**src/lmul_pkg.sv**
```systemverilog
package lmul_pkg;

  localparam int ExpBits  = 4;
  localparam int ManBits  = 3;
  localparam int CodeBits = ExpBits + ManBits + 1;
  localparam int CodeBias = (1 << (ExpBits - 1)) - 1;
  localparam int DropBits = 23 - ManBits;
  localparam int LmBits   = (ManBits <= 3) ? ManBits : ((ManBits == 4) ? 3 : 4);
  localparam int SumBits  = ManBits + 2;

  localparam logic [ExpBits-1:0] ExpMax = {ExpBits{1'b1}};
  localparam logic [ManBits-1:0] ManMax = {ManBits{1'b1}};

  typedef struct packed {
    logic               sign;
    logic [ExpBits-1:0] exp;
    logic [ManBits-1:0] man;
  } code_t;

endpackage

```
**src/lmul_round.sv**
```systemverilog
// Cuts an FP32 operand to the minifloat code with stochastic rounding,
// split over two register stages: classify and compare, then increment.
module lmul_round (
  input  logic                            clk,
  input  logic [31:0]                     bits,
  input  logic [19:0]                     rnd,
  output lmul_pkg::code_t                 code
);

  logic                                   sign;
  logic [lmul_pkg::ExpBits-1:0]           exp;
  logic [lmul_pkg::ManBits-1:0]           man;
  logic                                   bump;
  logic [9:0]                             fe;
  logic [lmul_pkg::DropBits-1:0]          rem;
  logic [lmul_pkg::DropBits+19:0]         lhs;
  logic [lmul_pkg::DropBits+19:0]         rhs;
  logic [lmul_pkg::ExpBits-1:0]           exp_next;
  logic [lmul_pkg::ManBits-1:0]           man_next;
  logic                                   bump_next;

  always_comb begin
    fe  = {2'b00, bits[30:23]} - 10'd127 + 10'(lmul_pkg::CodeBias);
    rem = bits[lmul_pkg::DropBits-1:0];
    lhs = {rnd, {lmul_pkg::DropBits{1'b0}}};
    rhs = {rem, 20'd0};
    bump_next = 1'b0;
    if (fe[9] || fe == 10'd0) begin
      exp_next = '0;
      man_next = '0;
    end else if (fe > 10'(lmul_pkg::ExpMax)) begin
      exp_next = lmul_pkg::ExpMax;
      man_next = lmul_pkg::ManMax;
    end else begin
      exp_next = fe[lmul_pkg::ExpBits-1:0];
      man_next = bits[22:lmul_pkg::DropBits];
      bump_next = (lhs < rhs) && (man_next != lmul_pkg::ManMax);
    end
  end

  always_ff @(posedge clk) begin
    sign <= bits[31];
    exp  <= exp_next;
    man  <= man_next;
    bump <= bump_next;
  end

  always_ff @(posedge clk) begin
    code.sign <= sign;
    code.exp  <= exp;
    code.man  <= man + lmul_pkg::ManBits'(bump);
  end

endmodule

```
**src/lmul_fp8_approx_multiply_core.sv**
```systemverilog
// Channel   Ports                                  Handshake
// request   x_bits, y_bits, rand_x, rand_y         start high, busy low
// result    product_bits, x_code, y_code           done strobe, one cycle
//
// Four register stages: two for rounding, one for the L-Mul sum, one for
// normalizing into FP32. An item enters every cycle; busy stays low, and
// each result leaves the output register together with done. Reset clears the
// valid bits only. The receiver cannot stall, so nothing ever waits.
module lmul_fp8_approx_multiply_core (
  input  logic        clk,
  input  logic        rst,
  input  logic        start,
  output logic        busy,
  input  logic [31:0] x_bits,
  input  logic [31:0] y_bits,
  input  logic [19:0] rand_x,
  input  logic [19:0] rand_y,
  output logic        done,
  output logic [31:0] product_bits,
  output logic [7:0]  x_code,
  output logic [7:0]  y_code
);

  localparam int SB = lmul_pkg::SumBits;
  localparam int MB = lmul_pkg::ManBits;

  logic [3:0]             valid;
  lmul_pkg::code_t        cx;
  lmul_pkg::code_t        cy;
  lmul_pkg::code_t        cx3;
  lmul_pkg::code_t        cy3;
  logic                   zero3;
  logic                   sign3;
  logic [SB-1:0]          sum;
  logic [lmul_pkg::ExpBits:0] esum;
  logic                   wide;
  logic [SB-1:0]          frac_n;
  logic [9:0]             e;
  logic [22:0]            frac;

  assign busy = 1'b0;

  lmul_round u_round_x (.clk(clk), .bits(x_bits), .rnd(rand_x), .code(cx));
  lmul_round u_round_y (.clk(clk), .bits(y_bits), .rnd(rand_y), .code(cy));

  always_ff @(posedge clk) begin
    if (rst) begin
      valid <= '0;
    end else begin
      valid <= {valid[2:0], start};
    end
  end

  // Stage three: mantissa sum with the 2^-lm offset, exponent sum.
  always_ff @(posedge clk) begin
    cx3   <= cx;
    cy3   <= cy;
    sign3 <= cx.sign ^ cy.sign;
    zero3 <= (cx.exp == '0) || (cy.exp == '0);
    sum   <= SB'(1 << MB) + SB'(cx.man) + SB'(cy.man)
             + SB'(1 << (MB - lmul_pkg::LmBits));
    esum  <= {1'b0, cx.exp} + {1'b0, cy.exp};
  end

  always_comb begin
    wide   = sum[SB-1];
    frac_n = wide ? (sum - SB'(1 << (MB + 1))) : (sum - SB'(1 << MB));
    frac   = wide ? (23'(frac_n) << (22 - MB)) : (23'(frac_n) << (23 - MB));
    e      = 10'(esum) - 10'(2 * lmul_pkg::CodeBias) + 10'(wide) + 10'd127;
  end

  always_ff @(posedge clk) begin
    x_code <= 8'(cx3);
    y_code <= 8'(cy3);
    product_bits <= zero3 ? {sign3, 31'd0} : {sign3, e[7:0], frac};
  end

  assign done = valid[3];

endmodule
```
**config.mk**
```make
export PLATFORM = sky130hd
export DESIGN_NAME = lmul_fp8_approx_multiply_core
export DESIGN_NICKNAME = d
export VERILOG_FILES = /design/src/lmul_pkg.sv /design/src/lmul_round.sv /design/src/lmul_fp8_approx_multiply_core.sv
export SDC_FILE = /design/constraint.sdc
export NUM_CORES = 1
export LEC_CHECK = 0
export ABC_CLOCK_PERIOD_IN_PS = 4260
export BUFFER_PORTS_ARGS = -buffer_cell sky130_fd_sc_hd__buf_4
export CELL_PAD_IN_SITES_DETAIL_PLACEMENT = 0
export CELL_PAD_IN_SITES_GLOBAL_PLACEMENT = 1
export CORE_MARGIN = 2
export CORE_UTILIZATION = 40
export DETAILED_ROUTE_END_ITERATION = 8
export GPL_TIMING_DRIVEN = 0
export HOLD_SLACK_MARGIN = 0.03
export PLACE_DENSITY = 0.84
export SKIP_CTS_REPAIR_TIMING = 1
export SLEW_MARGIN = 20
export SYNTH_ARGS = -nofsm -noshare
export SYNTH_HDL_FRONTEND = slang
export SYNTH_HIERARCHICAL = 1
export SYNTH_SLANG_ARGS = --single-unit
```
**constraint.sdc**
```tcl
create_clock -name clk -period 4.26 [get_ports clk]
set_input_delay 1.065 -clock clk [delete_from_list [all_inputs] [get_ports clk]]
set_output_delay 1.065 -clock clk [all_outputs]
set_load 0.05 [all_outputs]
```
== Yosys cells after proc, flatten, opt, wreduce, memory -nomap -nowiden ==
Cells that the tools add are included.
Storage, ports and cells
  bits in registers: 114
  input port bits: 107
  output and inout port bits: 50
  logic and storage cells: 68
Operators by class
  $add $sub $neg: 15
  $lt $le $gt $ge: 4
  eq/ne operators: 2
  muxes and demuxes: 6
  bitwise logic cells: 1
  reductions and logical operators: 11
Operators with widths (number)
  40-bit < comparator: 2
  23-bit 2-to-1 mux: 1
  10-bit by 3-bit adder with 10-bit output, second input constant: 2
  10-bit by 4-bit greater-than comparator with 1-bit output, second input constant: 2
  10-bit logical NOT: 2
  8-bit by 7-bit subtractor with 9-bit output, second input constant: 2
  4-bit 2-to-1 mux: 3
  7-bit by 8-bit adder with 8-bit output, second input constant: 1
  4-bit logical NOT: 2
  6-bit by 2-bit adder with 7-bit output: 1
  3-bit by 1-bit adder with 3-bit output: 2
  3-bit 2-to-1 mux: 2
  3-bit != test, second input constant: 2
  5-bit by 4-bit subtractor with 6-bit output, second input constant: 1
  4-bit by 3-bit adder with 5-bit output, first input constant: 1
  4-bit by 4-bit adder with 5-bit output: 1
  5-bit by 1-bit adder with 5-bit output, second input constant: 1
  5-bit by 3-bit adder with 5-bit output: 1
  2-bit OR reduction: 2
  4-bit by 1-bit subtractor with 4-bit output, second input constant: 1
  4-bit subtractor, second input constant: 1
  1-bit logical OR: 3
  1-bit logical AND: 2
  1-bit XOR: 1

== Logic depth before layout (Yosys ltp) ==
Gate-level depths: netlist of the first run.
  depth in word-level cells: 5
  depth in mapped cells: 9
  gate-level depth less buffers: 8

== Cells and area by module ==
Netlist of the first run, hierarchy kept.
By module, submodules not included
  lmul_round: times used 2, cells an instance 154, area an instance 1318.8 µm², seq. area each 340.3 µm²
  lmul_fp8_approx_multiply_core: times used 1, cells an instance 164, area an instance 1951.9 µm², seq. area each 1221.2 µm²

== Worst setup path before layout of the first run ==
Ideal clock, no wire load.
  path kind: input -> register
  start point: input port x_bits[23]
  end point: register u_round_x/exp[2] in the netlist's numbering
  data arrival time: 2.743 ns
  required time: 4.122 ns
  path slack: 1.379 ns
  stages: 9
  buffers on the path: 1
  cells stage by stage: buf_6 -> inv_1 -> ha_1 -> and3b_2 -> o21ai_0 -> a31oi_2 -> xor2_1 -> o31ai_4 -> a31oi_1
On the way
  longest elaborated chain between the ends: 4
  elaborated cells on any way between the ends: 6
  classes of those cells: add/sub: 2; order compare: 1; mux: 1; reduce/logical: 2
Ends and longest elaborated chain
  start, declared: line lmul_fp8_approx_multiply_core.sv:14  | input logic [31:0] x_bits,
  8-bit by 7-bit subtractor with 9-bit output (*): line lmul_round.sv:23  | fe = {2'b00, bits[30:23]} - 10'd127 + 10'(lmul_pkg::CodeBias);
  10-bit by 3-bit adder with 10-bit output (*): line lmul_round.sv:23
  10-bit by 4-bit greater-than comparator with 1-bit output / 10-bit logical NOT (equally long branches): line lmul_round.sv:31, lmul_round.sv:28
  4-bit 2-to-1 mux / 1-bit logical OR (equally long branches): line lmul_round.sv:31, lmul_round.sv:28
  end signal, assigned: line lmul_round.sv:43  | exp <= exp_next;
  end, declared: line lmul_round.sv:11  | logic [lmul_pkg::ExpBits-1:0] exp;
Every way passes the cells marked *; elsewhere a longest branch is shown, timed or not.
A chain may end at the register's enable or synchronous reset.

== Worst setup path in the final report of the first run ==
  start point: input port x_bits[23]
  end point: register u_round_x/man[2] in the netlist's numbering
On the way
  longest elaborated chain between the ends: 4
  elaborated cells on any way between the ends: 6
  classes of those cells: add/sub: 2; order compare: 1; mux: 1; reduce/logical: 2
Ends and longest elaborated chain
  8-bit by 7-bit subtractor with 9-bit output (*): line lmul_round.sv:23
  10-bit by 3-bit adder with 10-bit output (*): line lmul_round.sv:23
  10-bit by 4-bit greater-than comparator with 1-bit output / 10-bit logical NOT (equally long branches): line lmul_round.sv:31, lmul_round.sv:28
  3-bit 2-to-1 mux / 1-bit logical OR (equally long branches): line lmul_round.sv:31, lmul_round.sv:28
  end signal, assigned: line lmul_round.sv:44  | man <= man_next;
  end, declared: line lmul_round.sv:12  | logic [lmul_pkg::ManBits-1:0] man;
Marked as above.

==> metrics, run 1 <==
Lkg Pwr=3.13 nW; Hold Crit Class=reg2reg; share of Yosys cell area claimed by the top area cell type=41.4%; # rows=39; Clock Skew=0.00577 ns; Arr. time, crit path=3.11 ns; Worst setup startpoint=x_bits[23]; synthesis-to-layout area growth=33.9%; core box area=0.0113 mm2; Max clock buf depth=2; Nets=804; dominant synthesized flop cell=dfxtp_1; Stages on worst setup path=10; drt pass-1 iters=4; Worst VDD drop=0.389 mV; startpoint types=input pin; Slew @ Worst Pin=0.629 ns; synthesized area per cell=9.72 um2; first-pass GRT wire length=15400 um; Crit. End Element=register; worst-path maximum fanout=10; Setup-failing EPs final=0; Routed Antenna Nets=0; DRC violations left=0; top cells by count, synth=95 x dfxtp_1, 61 x inv_1, 58 x ha_1; Max-cap violations=0; Final Max Slew Viols=0; full die area=0.0123 mm2; WL per Instance=11.4 um; Die Span Y=111 um; Top delay family on crit path=compound AO/OA/AOI/OAI gates; Initial Utilization=40.5%; Async S/R FF share, synth=0%; #FFs+latches synth=95; WP data required=4.44 ns; Layout Cells excl Fill=784; cell count after placement=768; area of the multi-input gates=0.00232 mm2; Synth area leaders=dfxtp_1 41%, ha_1 16%, inv_1 5.0%; Root Buffer=clkbuf_16; RSZ-0062 raised after global routing=no; drt initial violations=119; largest area contributor in the netlist=dfxtp_1; Placed Area=0.00585 mm2; crit path kind=in2reg; htree depth=3; Crit-path slowest cell=a21oi_1; CTS tree=done; Fin. Hold Viols=0; Worst Path Buf+Inv=3; initial antenna violation count=0; clock edge transition at the registers on the reported setup and hold paths=0.06 ns; register area=0.00190 mm2; Port Buffers=134; Final Cell Area=0.00615 mm2; FILL cells=1036; cts bufs inserted=9; status=finished, final reports clean; Unique masters post-synth=51; largest net degree at the start of global routing=16; global route overflow=0; Setup crit end=u_round_x/man[2]; power per cell area=422 mW/mm2; Detail Placement HPWL=7400 um; GRT Overall Usage=14.8%; critical path's largest stage delay=0.53 ns; reg2reg setup slack=2.17 ns; Rel. slew slack=58.1%; final WL=8900 um; setup TNS=0 ns; Register-to-Register Path Depth=8; most common cell in the netlist=dfxtp_1; synth warn=6; gpl congestion=0.864; number of global-route vias before repair=3676; sequential share of the synthesized area=41.4%; Via density=4.66; CP cell instances=buf_4, buf_6, inv_1, ha_1, and3b_2, o21ai_0, a31oi_2, o21ai_0, a21oi_1, a31oi_1; antenna cells=0; layout cell share with drive strength beyond 1=29.3%; Synth Instances=472; CTS Sinks=95; Synth Cell Area=0.00459 mm2; die width=111 um; crit-path most repeated cell=o21ai_0; post-route clock period utilization=68.7%; Peak Freq=342 MHz; I/O pin total=157; Worst-Skew Late Latency=0.33 ns; r2r startpoint=sum[4]; vias=3657; RR Endpoint=product_bits[27]; fin crit period=2.93 ns; Post-synth EDFFs=0
[layout by cell type (no fill, tap or decap), drive strengths merged, types with 3 or more instances in the layout]
master	instances
clkbuf	12
conb	20
o41ai	3
and3	4
a21o	8
a31oi	20
buf	163
ha	58
fa	3
nor2	22
dfxtp	95
a211oi	3
nand2b	3
clkinvlp	3
xor2	13
nand3	6
a21oi	30
o21ai	17
xnor2	6
nor4b	4
and2b	3
mux2i	3
inv	61
nand2	24
nor2b	10
nor3	4
nand4	6
[stage by stage]
stage	setup slack (ns)	util, %	hold WS (ns)	power (mW)
2_1_floorplan	1.38	-	0.310	1.59
3_3_place_gp	1.06	51.6	0.312	1.81
3_5_place_dp	1.00	51.6	0.312	1.84
4_1_cts	1.35	54.3	0.325	2.62
5_1_grt	1.16	54.3	0.329	2.72
6_report	1.33	54.3	0.325	2.59
[flip-flops by register name, summed over array words and instances (netlist names)]
register / count
x_code: 8
u_round_y/code: 8
sign3: 1
y_code: 8
u_round_y/sign: 1
u_round_y/man: 3
u_round_y/bump: 1
esum: 5
cx3: 8
u_round_y/exp: 4
u_round_x/man: 3
zero3: 1
product_bits: 13
u_round_x/bump: 1
cy3: 8
u_round_x/exp: 4
valid: 4
u_round_x/sign: 1
sum: 5
u_round_x/code: 8
[cell families (layout without fill, tap and decap cells)]
family | Yosys count | in the layout | synth area share (%)
AOI/OAI and AO/OA | 100 | 100 | 14.7
xor gates and xnor gates | 19 | 19 | 3.63
adders and majority gates | 61 | 61 | 17.1
buffers and inverters | 91 | 241 | 9.51
DFF | 95 | 95 | 41.4
muxes | 4 | 4 | 0.981
other | 1 | 20 | 0.0817
and+or+nand+nor | 101 | 101 | 12.6
[worst register-to-register path: cells and delay by family (launching register included)]
kind            cells  cell delay (ns)
compound gates      1             0.28
fa+ha+maj           2             0.49
buf+inv             2             0.33
flops               1             0.31
mux                 1             0.32
simple gates        2             0.24
[worst min path at each step]
stage | start | end | slack, ns | depth (start not counted)
4_1_cts | cx3[4] | x_code[4] | 0.33 | 0
3_3_place_gp | sign3 | product_bits[31] | 0.31 | 0
5_1_grt | u_round_y/exp[1] | u_round_y/code[4] | 0.33 | 0
2_1_floorplan | sign3 | product_bits[31] | 0.31 | 0
3_5_place_dp | u_round_y/exp[0] | u_round_y/code[3] | 0.31 | 0
6_report | cx3[4] | x_code[4] | 0.33 | 0
[layout make-up]
type	count	share of cell area (%)
buffer	30	3.38
clock buffer	11	3.95
clock inverter	5	0.936
inverter	61	3.73
multi-input combinational	305	37.8
sequential	95	30.9
tap	143	2.91
timing repair buffer	134	16.4
[metal layers]
layer / vias to the layer above / share of wire, % / track usage (%)
li1: 1920 / - / -
met1: 1620 / 41 / 15.7
met2: 105 / 51 / 28.3
met3: 12 / 6.3 / 3.17
met4: 0 / 1.6 / 5.68
met5: - / 0 / 0
[power breakdown]
group          internal, mW  switching, mW  total, mW
Sequential             1.01         0.0559       1.07
Clock                 0.469          0.309      0.779
Combinational         0.292          0.451      0.744
Total                  1.78          0.817       2.59
Power figures use the tool's default switching activity.
==> inputs of run 2 (changes only) <==
--- a/config.mk
+++ b/config.mk
@@ -5,16 +5,16 @@
 export SDC_FILE = /design/constraint.sdc
 export NUM_CORES = 1
 export LEC_CHECK = 0
-export ABC_CLOCK_PERIOD_IN_PS = 4260
+export ABC_CLOCK_PERIOD_IN_PS = 2900
 export BUFFER_PORTS_ARGS = -buffer_cell sky130_fd_sc_hd__buf_4
 export CELL_PAD_IN_SITES_DETAIL_PLACEMENT = 0
 export CELL_PAD_IN_SITES_GLOBAL_PLACEMENT = 1
 export CORE_MARGIN = 2
-export CORE_UTILIZATION = 40
+export CORE_UTILIZATION = 37
 export DETAILED_ROUTE_END_ITERATION = 8
 export GPL_TIMING_DRIVEN = 0
 export HOLD_SLACK_MARGIN = 0.03
-export PLACE_DENSITY = 0.84
+export PLACE_DENSITY = 0.78
 export SKIP_CTS_REPAIR_TIMING = 1
 export SLEW_MARGIN = 20
 export SYNTH_ARGS = -nofsm -noshare
==> constraint.sdc (replaced) <==
create_clock -name clk -period 2.9 [get_ports clk]
set_input_delay 0.725 -clock clk [delete_from_list [all_inputs] [get_ports clk]]
set_output_delay 0.725 -clock clk [all_outputs]
set_load 0.05 [all_outputs]
==> metrics, run 2 (synthesis results as in run 1) <==
global route overflow=0; Most flops, register=product_bits; crit path kind=in2reg; final worst slack=0.368 ns; DRC violations left=0; first-pass GRT wire length=14900 um; startpoint types=input pin; Hold Crit Class=reg2reg; post-route clock period utilization=87.3%; htree depth=3; gpl congestion=0.768; Max-cap violations=0; antenna cells=0; max reg flops=13; fin crit period=2.53 ns; Final Core Density=51.6%; Top delay family on crit path=compound AO/OA/AOI/OAI gates; commonest non-fill, non-tap cell in the layout=buf_4; synthesis-to-layout area growth=35.6%; drt initial violations=106; RSZ-0062 raised after global routing=no; Slew @ Worst Pin=0.567 ns; power per cell area=638 mW/mm2; Peak Freq=395 MHz; drt pass-1 iters=4; CTS Sinks=95; cell count after placement=793; Lkg Pwr=3.16 nW; Port Buffers=134; core box area=0.0121 mm2; CTS tree=done; Max clock buf depth=2; layout cell share with drive strength beyond 1=29.3%; Worst-Skew Late Latency=0.33 ns; Setup WS pre-CTS=0.0227 ns; most frequent cells in the layout=154 x buf_4, 95 x dfxtp_1, 61 x inv_1, 58 x ha_1, 30 x a21oi_1; initial antenna violation count=0; Die Span Y=115 um; Detail Placement HPWL=7460 um; # rows=40; Worst Path Buf+Inv=3; Crit. End Element=register; I/O pin total=157; Layout Cells excl Fill=809; Arr. time, crit path=2.71 ns; number of global-route vias before repair=3428; Crit-path slowest cell=a21oi_1; critical path's largest stage delay=0.49 ns; Worst VDD drop=0.432 mV; full die area=0.0133 mm2; GRT Overall Usage=13.7%; cts bufs inserted=9; Initial Utilization=38.0%; final WL=9010 um; Fin. Hold Viols=0; worst-path maximum fanout=10; Clock Skew=0.0101 ns; Nets=804; status=finished, final reports clean; FILL cells=1109; Setup-failing EPs final=0; WP data required=3.08 ns; CP cell instances=buf_4, buf_6, inv_1, ha_1, and3b_2, o21ai_0, a31oi_2, o21ai_0, a21oi_1, a31oi_1; Final Max Slew Viols=0; Rel. slew slack=62.2%; crit-path most repeated cell=o21ai_0; Routed Antenna Nets=0; Via density=4.51; die width=115 um; largest net degree at the start of global routing=16; WL per Instance=11.1 um; clock edge transition at the registers on the reported setup and hold paths=0.06 ns; setup TNS=0 ns; vias=3646; Root Buffer=clkbuf_16
[run 2: cell types whose count changed in the layout (fill, tap and decap cells not counted), sizes merged]
| cell | change |
|---|---|
| clkinvlp | -1 |
| clkinv | -1 |
| bufinv | +2 |
[run 2: cell type report]
| class | instances | area (um2) | area share, % |
|---|---|---|---|
| tap | 168 | 210 | 3.38 |
| clock buffer | 11 | 243 | 3.90 |
| buffer | 30 | 208 | 3.34 |
| multi-input combinational | 305 | 2320 | 37.3 |
| timing repair buffer | 134 | 1010 | 16.2 |
| inverter | 61 | 229 | 3.68 |
| clock inverter | 5 | 105 | 1.69 |
| sequential | 95 | 1900 | 30.6 |
[run 2: path summary, 6_finish.rpt]
check             depth (start not counted)       start  slack [ns]          endpoint
setup / recovery                         10  x_bits[23]        0.37  u_round_x/man[0]
hold / removal                            0      cy3[0]        0.32         y_code[0]
setup reg to reg                          8      sum[4]        0.77  product_bits[27]
hold reg to reg                           0      cy3[0]        0.32         y_code[0]
[run 2: layer usage]
| metal | wire (um) | vias to the layer above | GRT usage [%] |
|---|---|---|---|
| met4 | 96 | 0 | 3.53 |
| met3 | 557 | 9 | 3.90 |
| met1 | 3920 | 1599 | 16.4 |
| met2 | 4440 | 112 | 24.1 |
| met5 | 0 | - | 0 |
| li1 | - | 1926 | - |
[run 2: power by group]
group	total [mW]	leakage, nW	internal (mW)	switching [mW]
Clock	1.30	0.162	0.865	0.436
Combinational	1.10	2.19	0.430	0.666
Sequential	1.57	0.800	1.49	0.0819
[run 2: through the flow]
step | cell area (um2) | hold WS [ns] | power, mW
2_1_floorplan | 4660 | 0.310 | 2.34
3_3_place_gp | 5880 | 0.313 | 2.67
3_5_place_dp | 5880 | 0.312 | 2.70
4_1_cts | 6220 | 0.325 | 4.01
5_1_grt | 6220 | 0.326 | 4.17
6_report | 6220 | 0.319 | 3.97
==> inputs of run 3 (changes only) <==
--- a/config.mk
+++ b/config.mk
@@ -5,18 +5,18 @@
 export SDC_FILE = /design/constraint.sdc
 export NUM_CORES = 1
 export LEC_CHECK = 0
+export ABC_AREA = 1
 export ABC_CLOCK_PERIOD_IN_PS = 2900
 export BUFFER_PORTS_ARGS = -buffer_cell sky130_fd_sc_hd__buf_4
 export CELL_PAD_IN_SITES_DETAIL_PLACEMENT = 0
 export CELL_PAD_IN_SITES_GLOBAL_PLACEMENT = 1
 export CORE_MARGIN = 2
-export CORE_UTILIZATION = 37
+export CORE_UTILIZATION = 36
 export DETAILED_ROUTE_END_ITERATION = 8
 export GPL_TIMING_DRIVEN = 0
 export HOLD_SLACK_MARGIN = 0.03
 export PLACE_DENSITY = 0.78
 export SKIP_CTS_REPAIR_TIMING = 1
-export SLEW_MARGIN = 20
 export SYNTH_ARGS = -nofsm -noshare
 export SYNTH_HDL_FRONTEND = slang
 export SYNTH_HIERARCHICAL = 1
==> metrics, run 3 <==
Worst VDD drop=0.266 mV; fin crit period=2.07 ns; Lkg Pwr=3.31 nW; Max clock buf depth=2; Worst-Skew Late Latency=0.33 ns; Routed Antenna Nets=0; status=finished, final reports clean; Arr. time, crit path=2.29 ns; Sw Ratio=32.2%; CTS Sinks=95; antenna cells=0; sequential share of the synthesized area=41.5%; post-route clock period utilization=71.5%; most frequent cells in the layout=156 x buf_4, 95 x dfxtp_1, 94 x inv_1, 80 x nand2_1, 58 x ha_1; CTS tree=done; Synth Cell Area=0.00459 mm2; Register-to-Register Path Depth=7; power per cell area=612 mW/mm2; Clock Skew=0.00648 ns; Synth Instances=547; Most flops, register=product_bits; Die Span Y=117 um; clock edge transition at the registers on the reported setup and hold paths=0.06 ns; number of global-route vias before repair=3650; Unique masters post-synth=28; Fin. Hold Viols=0; Hold Path Depth=0; Port Buffers=136; gpl congestion=0.792; initial antenna violation count=0; max reg flops=13; Post-synth EDFFs=0; layout cell share with drive strength beyond 1=29.4%; synth warn=6; Setup-failing EPs final=0; Nets=881; commonest non-fill, non-tap cell in the layout=buf_4; P_int=2.58 mW; Seq pwr share=41.0%; Final Max Slew Viols=0; DRC violations left=0; Root Buffer=clkbuf_16; Clk network pwr share=31.2%; worst-path maximum fanout=9; drt initial violations=89; dominant synthesized flop cell=dfxtp_1; full die area=0.0137 mm2; crit path kind=in2reg; hold slack final=0.326 ns; # rows=41; Total Power=3.80 mW; first-pass GRT wire length=14800 um; drt pass-1 iters=4; synthesis-to-layout area growth=35.4%; Async S/R FF share, synth=0%; synthesized area per cell=8.38 um2; Peak Freq=482 MHz; cts bufs inserted=9; I/O pin total=157; core box area=0.0125 mm2; Detail Placement HPWL=7660 um; share of Yosys cell area claimed by the top area cell type=41.5%; switching pwr=1.22 mW; GRT Overall Usage=13.3%; die width=117 um; Hold Crit Class=reg2reg; Initial Utilization=36.6%; Synth area leaders=dfxtp_1 41%, ha_1 16%, inv_1 7.7%; #FFs+latches synth=95; WP data required=3.12 ns; setup TNS=0 ns; Crit. End Element=register; Final Core Density=49.6%; final WL=8840 um; top cells by count, synth=95 x dfxtp_1, 94 x inv_1, 80 x nand2_1; WL per Instance=9.93 um; htree depth=3; global route overflow=0; Gate power share=27.8%; RSZ-0062 raised after global routing=no; Max-cap violations=0; startpoint types=input pin; largest area contributor in the netlist=dfxtp_1; Via density=4.30; largest net degree at the start of global routing=18; vias=3826; most common cell in the netlist=dfxtp_1
==> run 3: changes by cell type after synthesis, moves of 7 or more <==
cell / previous run / this run
inv_1: 61 / 94
inv_2: 0 / 8
nand2_1: 24 / 80
nand2_2: 0 / 13
nor2b_1: 10 / 0
a31oi_1: 18 / 0
nand3_1: 4 / 18
nor2_2: 0 / 7
a21o_1: 8 / 0
nor2_1: 22 / 40
nor3_1: 4 / 22
==> run 3: metal layers <==
metal	vias to the layer above	wire length (um)	global-route usage (%)
li1	2031	-	-
met1	1655	3610	14.6
met2	127	4380	24.7
met3	13	712	3.60
met4	0	132	4.78
met5	-	0	0
==> run 3: critical path, stage by stage <==
cell and delay, ns:
buf_4 0.12, inv_1 0.06, ha_1 0.33, nor2_1 0.16, nand2_2 0.09, nand2_2 0.09, nor2_2 0.05, nand2_1 0.10
nand3_4 0.12, nor3_1 0.16, nand2_1 0.09, nand2_2 0.13, nor2_1 0.06
==> run 3: stage by stage <==
| step | setup WS [ns] | instances | cell area [um2] |
|---|---|---|---|
| after floorplan | 0.833 | 566 | 4660 |
| after global placement | 0.561 | 874 | 5890 |
| after detailed placement | 0.482 | 874 | 5890 |
| after CTS | 0.829 | 890 | 6210 |
| after global routing | 0.589 | 890 | 6210 |
| final | 0.827 | 890 | 6210 |
==> run 3: area by class of cell <==
| class | count | area, um2 |
|---|---|---|
| fillers | 1234 | 6310 |
| well taps | 172 | 215 |
| multi-input cells | 345 | 2210 |
| plain buffers | 21 | 154 |
| inverters | 105 | 394 |
| clock inverters | 6 | 76.3 |
| clock buffers | 10 | 239 |
| flip-flops and latches | 95 | 1900 |
| repair buffers | 136 | 1020 |
==> run 3: worst paths after layout <==
check / startpoint / end / slack (ns)
setup / recovery: x_bits[23] / u_round_x/man[2] / 0.83
hold / removal: sign3 / product_bits[31] / 0.33
setup reg to reg: u_round_x/code[0] / sum[2] / 1.33
hold reg to reg: sign3 / product_bits[31] / 0.33
==> run 3: cell families (layout without fill, tap and decap cells) <==
family                     after synthesis  after routing  share of synthesized area (%)
other                                    1             20                         0.0818
and+or+nand+nor                        205            205                           21.5
AOI/OAI and AO/OA                       50             50                           6.14
buffers and inverters                  126            278                           12.0
DFF                                     95             95                           41.5
adders and majority gates               61             61                           17.1
xor gates and xnor gates                 9              9                           1.72
==> run 3: power by group through the flow <==
stage	clock network, mW	registers, mW	logic, mW
after floorplan	0	1.86	0.442
after global placement	0	1.59	1.04
after detailed placement	0	1.59	1.06
after CTS	1.22	1.56	1.07
after global routing	1.28	1.58	1.17
final	1.18	1.56	1.06
